<file path="src/hw/rtl/scct_pkg.sv">
// shared constants and types for the sector cache clock tag engine
// used by sector_cache_clock_tags_top; no other dependencies
`timescale 1ns / 1ps

package scct_pkg;

  localparam int unsigned Entries   = 64;
  localparam int unsigned SlotW     = $clog2(Entries);
  localparam int unsigned SectorW   = 32;
  localparam logic [SlotW-1:0] LastSlot = SlotW'(Entries - 1);

  localparam logic [1:0] OpRead  = 2'd0;
  localparam logic [1:0] OpWrite = 2'd1;
  localparam logic [1:0] OpFlush = 2'd2;

  typedef enum logic [3:0] {
    StIdle,
    StLookup,
    StCompare,
    StHit,
    StSweep,
    StVictim,
    StFlStart,
    StFlScan,
    StFlEmit
  } state_e;

  typedef logic [SlotW-1:0]   slot_t;
  typedef logic [SectorW-1:0] sector_t;
  typedef logic [Entries-1:0] mask_t;

endpackage

</file>
<file path="src/hw/rtl/sector_cache_clock_tags_top.sv">
// tag and clock-replacement engine for a fully associative write-back sector cache
// depends on scct_pkg; holds the tag memory, per-entry mark bits and the sequencer
// the tag scan goes through the single tag memory port, reading and comparing each
// valid entry in turn, and the clock sweep checks one entry per cycle; flush emits
// one beat per dirty entry, or a single beat when none is dirty; one item at a time.
// reset clears all marks and the hand
`timescale 1ns / 1ps

module sector_cache_clock_tags_top (
  input  logic                       clk_i,
  input  logic                       rst_ni,
  input  logic                       in_valid_i,
  output logic                       in_ready_o,
  input  logic [1:0]                 operation_i,
  input  logic [scct_pkg::SectorW-1:0] sector_i,
  output logic                       out_valid_o,
  input  logic                       out_ready_i,
  output logic [scct_pkg::SlotW-1:0] slot_o,
  output logic                       hit_o,
  output logic                       fill_needed_o,
  output logic                       writeback_needed_o,
  output logic [scct_pkg::SectorW-1:0] writeback_sector_o,
  output logic                       last_o
);

  scct_pkg::state_e  state_q, state_d;
  scct_pkg::slot_t   idx_q, idx_d, idx_nxt;
  scct_pkg::slot_t   hand_q, hand_d;
  scct_pkg::sector_t sector_q, sector_d;
  logic              wr_q, wr_d;
  scct_pkg::mask_t   valid_q, valid_d;
  scct_pkg::mask_t   dirty_q, dirty_d;
  scct_pkg::mask_t   acc_q, acc_d;
  scct_pkg::mask_t   pending;

  logic              out_valid_q, out_valid_d;
  scct_pkg::slot_t   slot_q, slot_d;
  logic              hit_q, hit_d;
  logic              fill_q, fill_d;
  logic              wb_q, wb_d;
  scct_pkg::sector_t wbs_q, wbs_d;
  logic              last_q, last_d;
  logic              out_free;

  // tag memory
  scct_pkg::sector_t tag_mem [scct_pkg::Entries];
  scct_pkg::sector_t tag_rdata_q;
  logic              mem_re, mem_we;
  scct_pkg::slot_t   mem_addr;

  always_ff @(posedge clk_i) begin
    if (mem_we) begin
      tag_mem[mem_addr] <= sector_q;
    end
    if (mem_re) begin
      tag_rdata_q <= tag_mem[mem_addr];
    end
  end

  assign out_free = !out_valid_q || out_ready_i;
  assign idx_nxt  = (idx_q == scct_pkg::LastSlot) ? '0 : idx_q + 1'b1;

  always_comb begin
    state_d     = state_q;
    idx_d       = idx_q;
    hand_d      = hand_q;
    sector_d    = sector_q;
    wr_d        = wr_q;
    valid_d     = valid_q;
    dirty_d     = dirty_q;
    acc_d       = acc_q;
    out_valid_d = out_valid_q && !out_ready_i;
    slot_d      = slot_q;
    hit_d       = hit_q;
    fill_d      = fill_q;
    wb_d        = wb_q;
    wbs_d       = wbs_q;
    last_d      = last_q;
    mem_re      = 1'b0;
    mem_we      = 1'b0;
    mem_addr    = idx_q;
    pending     = valid_q & dirty_q;
    pending[idx_q] = 1'b0;

    case (state_q)
      scct_pkg::StIdle: begin
        if (in_valid_i) begin
          sector_d = sector_i;
          wr_d     = (operation_i == scct_pkg::OpWrite);
          idx_d    = '0;
          if (operation_i == scct_pkg::OpRead || operation_i == scct_pkg::OpWrite) begin
            state_d = scct_pkg::StLookup;
          end else if (operation_i == scct_pkg::OpFlush) begin
            state_d = scct_pkg::StFlStart;
          end
        end
      end
      scct_pkg::StLookup: begin
        if (valid_q[idx_q]) begin
          mem_re  = 1'b1;
          state_d = scct_pkg::StCompare;
        end else if (idx_q == scct_pkg::LastSlot) begin
          idx_d   = hand_q;
          state_d = scct_pkg::StSweep;
        end else begin
          idx_d = idx_nxt;
        end
      end
      scct_pkg::StCompare: begin
        if (tag_rdata_q == sector_q) begin
          state_d = scct_pkg::StHit;
        end else if (idx_q == scct_pkg::LastSlot) begin
          idx_d   = hand_q;
          state_d = scct_pkg::StSweep;
        end else begin
          idx_d   = idx_nxt;
          state_d = scct_pkg::StLookup;
        end
      end
      scct_pkg::StHit: begin
        if (out_free) begin
          out_valid_d = 1'b1;
          slot_d      = idx_q;
          hit_d       = 1'b1;
          fill_d      = 1'b0;
          wb_d        = 1'b0;
          wbs_d       = '0;
          last_d      = 1'b1;
          acc_d[idx_q] = 1'b1;
          if (wr_q) begin
            dirty_d[idx_q] = 1'b1;
          end
          state_d = scct_pkg::StIdle;
        end
      end
      scct_pkg::StSweep: begin
        if (!valid_q[idx_q] || !acc_q[idx_q]) begin
          hand_d  = idx_nxt;
          mem_re  = 1'b1;
          state_d = scct_pkg::StVictim;
        end else begin
          acc_d[idx_q] = 1'b0;
          idx_d        = idx_nxt;
        end
      end
      scct_pkg::StVictim: begin
        if (out_free) begin
          out_valid_d = 1'b1;
          slot_d      = idx_q;
          hit_d       = 1'b0;
          fill_d      = 1'b1;
          wb_d        = valid_q[idx_q] && dirty_q[idx_q];
          wbs_d       = (valid_q[idx_q] && dirty_q[idx_q]) ? tag_rdata_q : '0;
          last_d      = 1'b1;
          mem_we      = 1'b1;
          valid_d[idx_q] = 1'b1;
          dirty_d[idx_q] = wr_q;
          acc_d[idx_q]   = 1'b1;
          state_d = scct_pkg::StIdle;
        end
      end
      scct_pkg::StFlStart: begin
        if ((valid_q & dirty_q) == '0) begin
          if (out_free) begin
            out_valid_d = 1'b1;
            slot_d      = '0;
            hit_d       = 1'b0;
            fill_d      = 1'b0;
            wb_d        = 1'b0;
            wbs_d       = '0;
            last_d      = 1'b1;
            state_d     = scct_pkg::StIdle;
          end
        end else begin
          idx_d   = '0;
          state_d = scct_pkg::StFlScan;
        end
      end
      scct_pkg::StFlScan: begin
        if (valid_q[idx_q] && dirty_q[idx_q]) begin
          mem_re  = 1'b1;
          state_d = scct_pkg::StFlEmit;
        end else if (idx_q == scct_pkg::LastSlot) begin
          state_d = scct_pkg::StIdle;
        end else begin
          idx_d = idx_nxt;
        end
      end
      scct_pkg::StFlEmit: begin
        if (out_free) begin
          out_valid_d    = 1'b1;
          slot_d         = idx_q;
          hit_d          = 1'b0;
          fill_d         = 1'b0;
          wb_d           = 1'b1;
          wbs_d          = tag_rdata_q;
          last_d         = (pending == '0);
          dirty_d[idx_q] = 1'b0;
          if (pending == '0 || idx_q == scct_pkg::LastSlot) begin
            state_d = scct_pkg::StIdle;
          end else begin
            idx_d   = idx_nxt;
            state_d = scct_pkg::StFlScan;
          end
        end
      end
      default: begin
        state_d = scct_pkg::StIdle;
      end
    endcase
  end

  always_ff @(posedge clk_i or negedge rst_ni) begin
    if (!rst_ni) begin
      state_q     <= scct_pkg::StIdle;
      idx_q       <= '0;
      hand_q      <= '0;
      valid_q     <= '0;
      dirty_q     <= '0;
      acc_q       <= '0;
      out_valid_q <= 1'b0;
    end else begin
      state_q     <= state_d;
      idx_q       <= idx_d;
      hand_q      <= hand_d;
      valid_q     <= valid_d;
      dirty_q     <= dirty_d;
      acc_q       <= acc_d;
      out_valid_q <= out_valid_d;
    end
  end

  // payload registers
  always_ff @(posedge clk_i) begin
    sector_q <= sector_d;
    wr_q     <= wr_d;
    slot_q   <= slot_d;
    hit_q    <= hit_d;
    fill_q   <= fill_d;
    wb_q     <= wb_d;
    wbs_q    <= wbs_d;
    last_q   <= last_d;
  end

  assign in_ready_o         = (state_q == scct_pkg::StIdle);
  assign out_valid_o        = out_valid_q;
  assign slot_o             = slot_q;
  assign hit_o              = hit_q;
  assign fill_needed_o      = fill_q;
  assign writeback_needed_o = wb_q;
  assign writeback_sector_o = wbs_q;
  assign last_o             = last_q;

endmodule
</file>
<file path="config.mk">
export PLATFORM = sky130hd
export DESIGN_NAME = sector_cache_clock_tags_top
export DESIGN_NICKNAME = d
export VERILOG_FILES = /design/src/hw/rtl/scct_pkg.sv /design/src/hw/rtl/sector_cache_clock_tags_top.sv
export SDC_FILE = /design/constraint.sdc
export NUM_CORES = 2
export LEC_CHECK = 0
export ABC_AREA = 1
export BUFFER_PORTS_ARGS = -buffer_cell sky130_fd_sc_hd__clkbuf_2
export CORE_MARGIN = 4
export CORE_UTILIZATION = 40
export CTS_BUF_LIST = sky130_fd_sc_hd__clkbuf_8 sky130_fd_sc_hd__clkbuf_16
export CTS_CLUSTER_SIZE = 12
export DETAILED_ROUTE_END_ITERATION = 12
export PLACE_DENSITY = 0.59
export SYNTH_ARGS = -nofsm -noshare
export SYNTH_HDL_FRONTEND = slang
export SYNTH_SLANG_ARGS = --single-unit
</file>
<file path="constraint.sdc">
create_clock -name clk_i -period 3.4 [get_ports clk_i]
set_input_delay 0.17 -clock clk_i [delete_from_list [all_inputs] [get_ports clk_i]]
set_output_delay 0.17 -clock clk_i [all_outputs]
set_load 0.01 [all_outputs]
</file>
Yosys cells after proc, flatten, opt, wreduce, memory -nomap -nowiden:

Memory sizes are Yosys's and may differ from the RTL's. A register that Yosys moved wholly into a read port is not among the register bits.
Cells that the tools add are included.

* $add $sub $neg: 1
* multipliers: 0
* divide/modulo/power cells: 0
* $lt $le $gt $ge: 2
* eq/ne operators: 32
* shift-type cells: 0
* mux-type cells: 80
* bitwise gates (word level): 8
* reduce and logical (&&, ||, !) cells: 39

Operators by type and width (number)
* $mux W64: 6
* $and A64 B64 Y64: 4
* $or A64 B64 Y64: 3
* $pmux W64 S3: 1
* $mux W32: 5
* $logic_not A64 Y1: 2
* $pmux W32 S4: 1
* $pmux W64 S2: 1
* $mux W6: 14
* $bwmux W64: 1
* $not A64 Y64: 1
* $mux W4: 11
* $pmux W6 S7: 1
* $eq A32 B32 Y1: 1
* $pmux W4 S8: 1
* $ne A2 B2 Y1 const B: 15
* $mux W1: 24
* $bmux W1 S6: 3
* $eq A4 B3 Y1 const B: 4
* $pmux W1 S3: 4
* $pmux W6 S2: 1
* $reduce_and A3 Y1: 4
* $reduce_bool A3 Y1: 4
* $reduce_and A10 Y1: 1
* other kinds (30): 49

* register bits: 284
* latch bits: 0
* bits in writable memories: 2048
* ROM bits: 0
* input bits: 38
* output and inout bits: 44
* memories: 1

Memories
* tag_mem: words 64, bits a word 32, rd ports 1, clocked after Yosys merged registers in 1, write ports 1, RTL line sector_cache_clock_tags_top.sv:46 `scct_pkg::sector_t tag_mem [scct_pkg::Entries];`

Depth between registers and ports, before layout:

* depth after elaboration: 11
* depth in mapped cells: 19
* depth with buffers taken out: 17

Worst setup path before layout:

OpenSTA, ideal clock, no wires.

* path kind: register to register
* start point: register state_q[3]
* end point: memory tag_mem[36][0] (netlist name) (enable)
* setup time: 0.421 ns
* arrival: 2.812 ns
* setup slack: 0.167 ns
* stages on the path, launching flop included: 8
* period minus slack after synthesis: 3.233 ns
* path through: dfrtp_1 inv_1 nand2_1 nor2_1 nand2_1 clkbuf_1 clkbuf_1 nor2_1

* word-level cells in the longest chain between the ends: 4

RTL lines
* start, declared: RTL line sector_cache_clock_tags_top.sv:26 `scct_pkg::state_e state_q, state_d;`
* start signal, assigned: RTL line sector_cache_clock_tags_top.sv:215 `state_q <= scct_pkg::StIdle;`
* start signal, assigned: RTL line sector_cache_clock_tags_top.sv:223 `state_q <= state_d;`
* $eq A4 B3 Y1: RTL line sector_cache_clock_tags_top.sv:85 `case (state_q)`
* $mux W1: RTL line sector_cache_clock_tags_top.sv:85
* $mux W1: RTL line sector_cache_clock_tags_top.sv:52 `if (mem_we) begin`
* $mux W1 (not written as such): RTL line sector_cache_clock_tags_top.sv:53 `tag_mem[mem_addr] <= sector_q;`
* end, declared: RTL line sector_cache_clock_tags_top.sv:46

No other way between the ends.

Worst setup path after layout:

* start point: register idx_q[1]
* end point: register tag_rdata_q[17] (read register of tag_mem) (data pin)

* word-level cells in the longest chain between the ends: 6
* elaborated cells on any way between the ends: 14
* those cells by class: mux (10); reduce/logical (4)

RTL lines
* start, declared: RTL line sector_cache_clock_tags_top.sv:27 `scct_pkg::slot_t idx_q, idx_d, idx_nxt;`
* start signal, assigned: RTL line sector_cache_clock_tags_top.sv:224 `idx_q <= idx_d;`
* $bmux W1 S6, on equally long branches: RTL line sector_cache_clock_tags_top.sv:99, sector_cache_clock_tags_top.sv:137, sector_cache_clock_tags_top.sv:180
* $mux W1, on equally long branches: RTL line sector_cache_clock_tags_top.sv:99, sector_cache_clock_tags_top.sv:137, sector_cache_clock_tags_top.sv:180
* $logic_not A1 Y1: RTL line sector_cache_clock_tags_top.sv:137 `if (!valid_q[idx_q] || !acc_q[idx_q]) begin`
* $logic_or A1 B1 Y1: RTL line sector_cache_clock_tags_top.sv:137
* $mux W1: RTL line sector_cache_clock_tags_top.sv:137
* $pmux W1 S3: RTL line sector_cache_clock_tags_top.sv:85
* end, declared: RTL line sector_cache_clock_tags_top.sv:47 `scct_pkg::sector_t tag_rdata_q;`

Several ways; a longest one is shown, not always the timed one. The select of a mux whose other input is x is not followed.
A chain may end at the register's enable or synchronous reset.

==> metrics.md <==
| Metric | Value |
|---|---|
| Pin count of the biggest net entering global routing | 83 |
| Die area | 0.239 mm² |
| Final critical-path share of the clock period | 95.6% |
| Top delay family on crit path | simple AND/OR/NAND/NOR gates |
| Final period demand of the worst path | 3.25 ns |
| CTS tree | built |
| Power per Cell Area | 687 mW/mm² |
| Post-synth top cells | edfxtp_1, nand2_1, inv_1 |
| Remaining DRCs | 0 |
| Max-cap viol count | 0 |
| DP HPWL | 177 mm |
| Vert. Die Dim | 489 µm |
| Synth top area share | 70.0% |
| RSZ-0062 raised after global routing | false |
| Gr ovfl total | 0 |
| Worst rel slew slack | 35.8% |
| Die Wd | 489 µm |
| Post-synth net total | 7,156 |
| Final Instance Area | 0.107 mm² |
| Mapped Avg Cell Area | 13.0 µm² |
| Max VDD drop | 0.532 mV |
| Critical Path AT | 3.85 ns |
| Antenna violations before repair | 7 |
| Vias in the first global route | 57,300 |
| Cells after synthesis | 7,117 |
| Layout cell share with drive strength beyond 1 | 10.7% |
| DR iter-0 viols | 7,562 |
| Setup violators final | 0 |
| CTS Buf Count | 229 |
| Gpl congestion | 0.918 |
| Crit. End Element | flop |
| Fmax | 308 MHz |
| Core Footprint | 0.230 mm² |
| Initial core utilization | 40.2% |
| Worst hold path class | in2reg |
| Worst Tran Pin Value | 0.960 ns |
| Fin. max-slew vios | 0 |
| Reg2Reg Setup Slack | 0.15 ns |
| Clock Power Share | 31.5% |
| Max incr delay on CP | 0.66 ns |
| Reg clk slew, reported paths | 0.07 ns |
| Worst skew pair latency | 0.88 ns |
| R2R depth | 10 |
| Slowest stage cell, crit path | dfrtp_1 |
| Worst path cell trace | nor2_8 -> nand2_2 -> inv_8 -> buf_12 -> a221oi_1 -> nand4_1 -> nand2_1 -> nand2_1 -> nor2_2 -> nand2_1 |
| Top cells by area, synth | edfxtp_1, nand2_1, dfrtp_1, a22oi_1, inv_1 |
| Final ANT Viol Nets | 0 |
| Hold Startpoint | sector_i[15] |
| # IOs | 82 |
| Post-synth ARST share | 8.84% |
| Psw | 22.6 mW |
| Flop pwr share | 46.9% |
| Comb pwr share | 21.6% |
| Final #Nets | 7,533 |
| Synthesis warning total | 0 |
| Global-route wire length before repair | 424 mm |
| Cell accounting for the most synthesized area | edfxtp_1 |
| CP required | 4.00 ns |
| Worst path most repeated cell | nand2_1 |
| Register bit total from synthesis | 2,364 |
| Fillers | 20,300 |
| Root Driver | clkbuf_16 |
| Crit start category | flop |
| Synthesis-to-layout area growth | 15.6% |
| Number of synthesized flops with an enable pin | 2,155 |
| GR Util All Layers | 24.6% |
| Reg2Reg Launch Point | idx_q[1] |
| Clk buf depth | 3 |
| Worst Clk Skew | 0.0635 ns |
| Setup CP Type | reg2reg |
| DR vias | 60,400 |
| Status | completed |
| Fin. Hold Viols | 0 |
| CP Buf/Inv Count | 2 |
| DP Area | 0.0995 mm² |
| Register area share after synthesis | 75.7% |
| Detailed-route vias per instance | 5.67 |
| # rows | 176 |
| Netlist Area Pre-Place | 0.0924 mm² |
| Setup TNS | 0 ns |
| Internal Pwr Total | 50.8 mW |
| Buffers on Ports | 81 |
| CTS HTree Levels | 4 |
| Hold path cells | 2 |
| Critical R2R Capture | tag_rdata_q[17] |
| Drt pass-1 iters | 8 |
| Synth unique cells | 51 |
| Top FF cell, synth | edfxtp_1 |
| Worst-path fanout max | 25 |
| Worst hold endpoint | sector_q[15] |
| Final Core Density | 46.5% |
| Leakage power | 38.1 nW |
| Final WL | 299 mm |
| WL/cell | 28.1 µm |
| Switching Fraction | 30.8% |
| Clock tree sinks | 2,364 |
## power by group through the flow
stage / registers (mW) / clock network, mW / logic [mW]
6_report: 34.4 / 23.1 / 15.9
4_1_cts: 34.4 / 23.4 / 15.8
2_1_floorplan: 35.3 / 0 / 7.62
3_3_place_gp: 35.0 / 0 / 15.5
5_1_grt: 34.4 / 24.7 / 16.9
3_5_place_dp: 35.0 / 0 / 15.6
## state kept, by name (all words and copies together) (netlist names), 4 cells and up, named ones only
signal and count:
state_q 4, idx_q 6, sector_q 32, slot_o 6, writeback_sector_o 32, tag_mem 2048, valid_q 64, dirty_q 64
tag_rdata_q 32, hand_q 6
## cells in the final DEF, fill, tap and decap left out, types with 114 or more instances in the layout
cell       Yosys  layout
a22oi_1      282     282
a221oi_1     156     156
o21ai_0      252     252
clkbuf_16      0     231
inv_1        479     535
buf_12         0     114
edfxtp_1    2155    2155
nor2_1       314     244
nand4_1      243     243
nand3_1      195     195
dfrtp_1      209     208
buf_4         21     229
nand2_1     2155    2151
## worst max path at each step
| stage | startpoint | end | slack [ns] | depth (start not counted) |
|---|---|---|---|---|
| finish | idx_q[1] | tag_rdata_q[17] | 0.15 | 10 |
| global route | idx_q[1] | flop | 0.02 | 16 |
| CTS | idx_q[1] | tag_rdata_q[10] | 0.05 | 12 |
| detailed placement | idx_q[1] | tag_rdata_q[10] | 0.09 | 12 |
| global placement | idx_q[1] | tag_rdata_q[10] | 0.16 | 12 |
| floorplan | state_q[3] | tag_mem[36][0] | 0.17 | 7 |
## logic make-up (layout without fill, tap and decap cells)
logic type                 after synthesis  count (layout)  synth area share (%)
AOI/OAI and AO/OA                      906             906                  6.87
xor gates and xnor gates                30              30                 0.284
adders and majority gates                1               1                0.0135
buffers and inverters                  834            1328                  3.79
DFF                                   2364            2364                  75.7
other                                    0               6                     0
and+or+nand+nor                       2982            2982                  13.3
## area by class of cell
| cell class | instances | area [µm²] | area share [%] |
|---|---|---|---|
| flip-flops and latches | 2364 | 69900 | 65.5 |
| multi-input cells | 3919 | 19500 | 18.3 |
| clock buffers | 238 | 5880 | 5.50 |
| repair buffers | 490 | 5080 | 4.75 |
| well taps | 3026 | 3790 | 3.54 |
| inverters | 490 | 1870 | 1.75 |
| clock inverters | 110 | 729 | 0.683 |
| diodes | 6 | 15.0 | 0.0141 |
## metal layers
metal | GRT usage [%] | wire length (µm)
met1 | 35.0 | 123000
met5 | 0 | 41
met3 | 4.34 | 27800
met2 | 38.2 | 136000
met4 | 9.12 | 11900
## worst register-to-register path, stage by stage (launching register included)
cell and delay (ns):
dfrtp_1 0.66, nor2_8 0.11, nand2_2 0.28, inv_8 0.23
buf_12 0.29, a221oi_1 0.41, nand4_1 0.17, nand2_1 0.15
nand2_1 0.21, nor2_2 0.37, nand2_1 0.09
## timing repair
item                                    4_1_cts  5_1_grt
setup buffers                                 0        0
endpoints found under the setup margin        0        2
endpoints found under the hold margin       254        0
resized for setup                             0        2
hold buffers                                 66        0
## stage by stage
step	cells	worst slack (ns)	power, mW	hold WS (ns)
after CTS	10600	0.0518	73.6	0.0112
after global routing	10600	0.0240	76.0	0.0477
after global placement	10200	0.162	50.5	0.265
after floorplan	7117	0.167	43.0	-0.126
final	10600	0.151	73.4	0.0734
after detailed placement	10200	0.0897	50.7	0.269
Power figures use the tool's default switching activity.
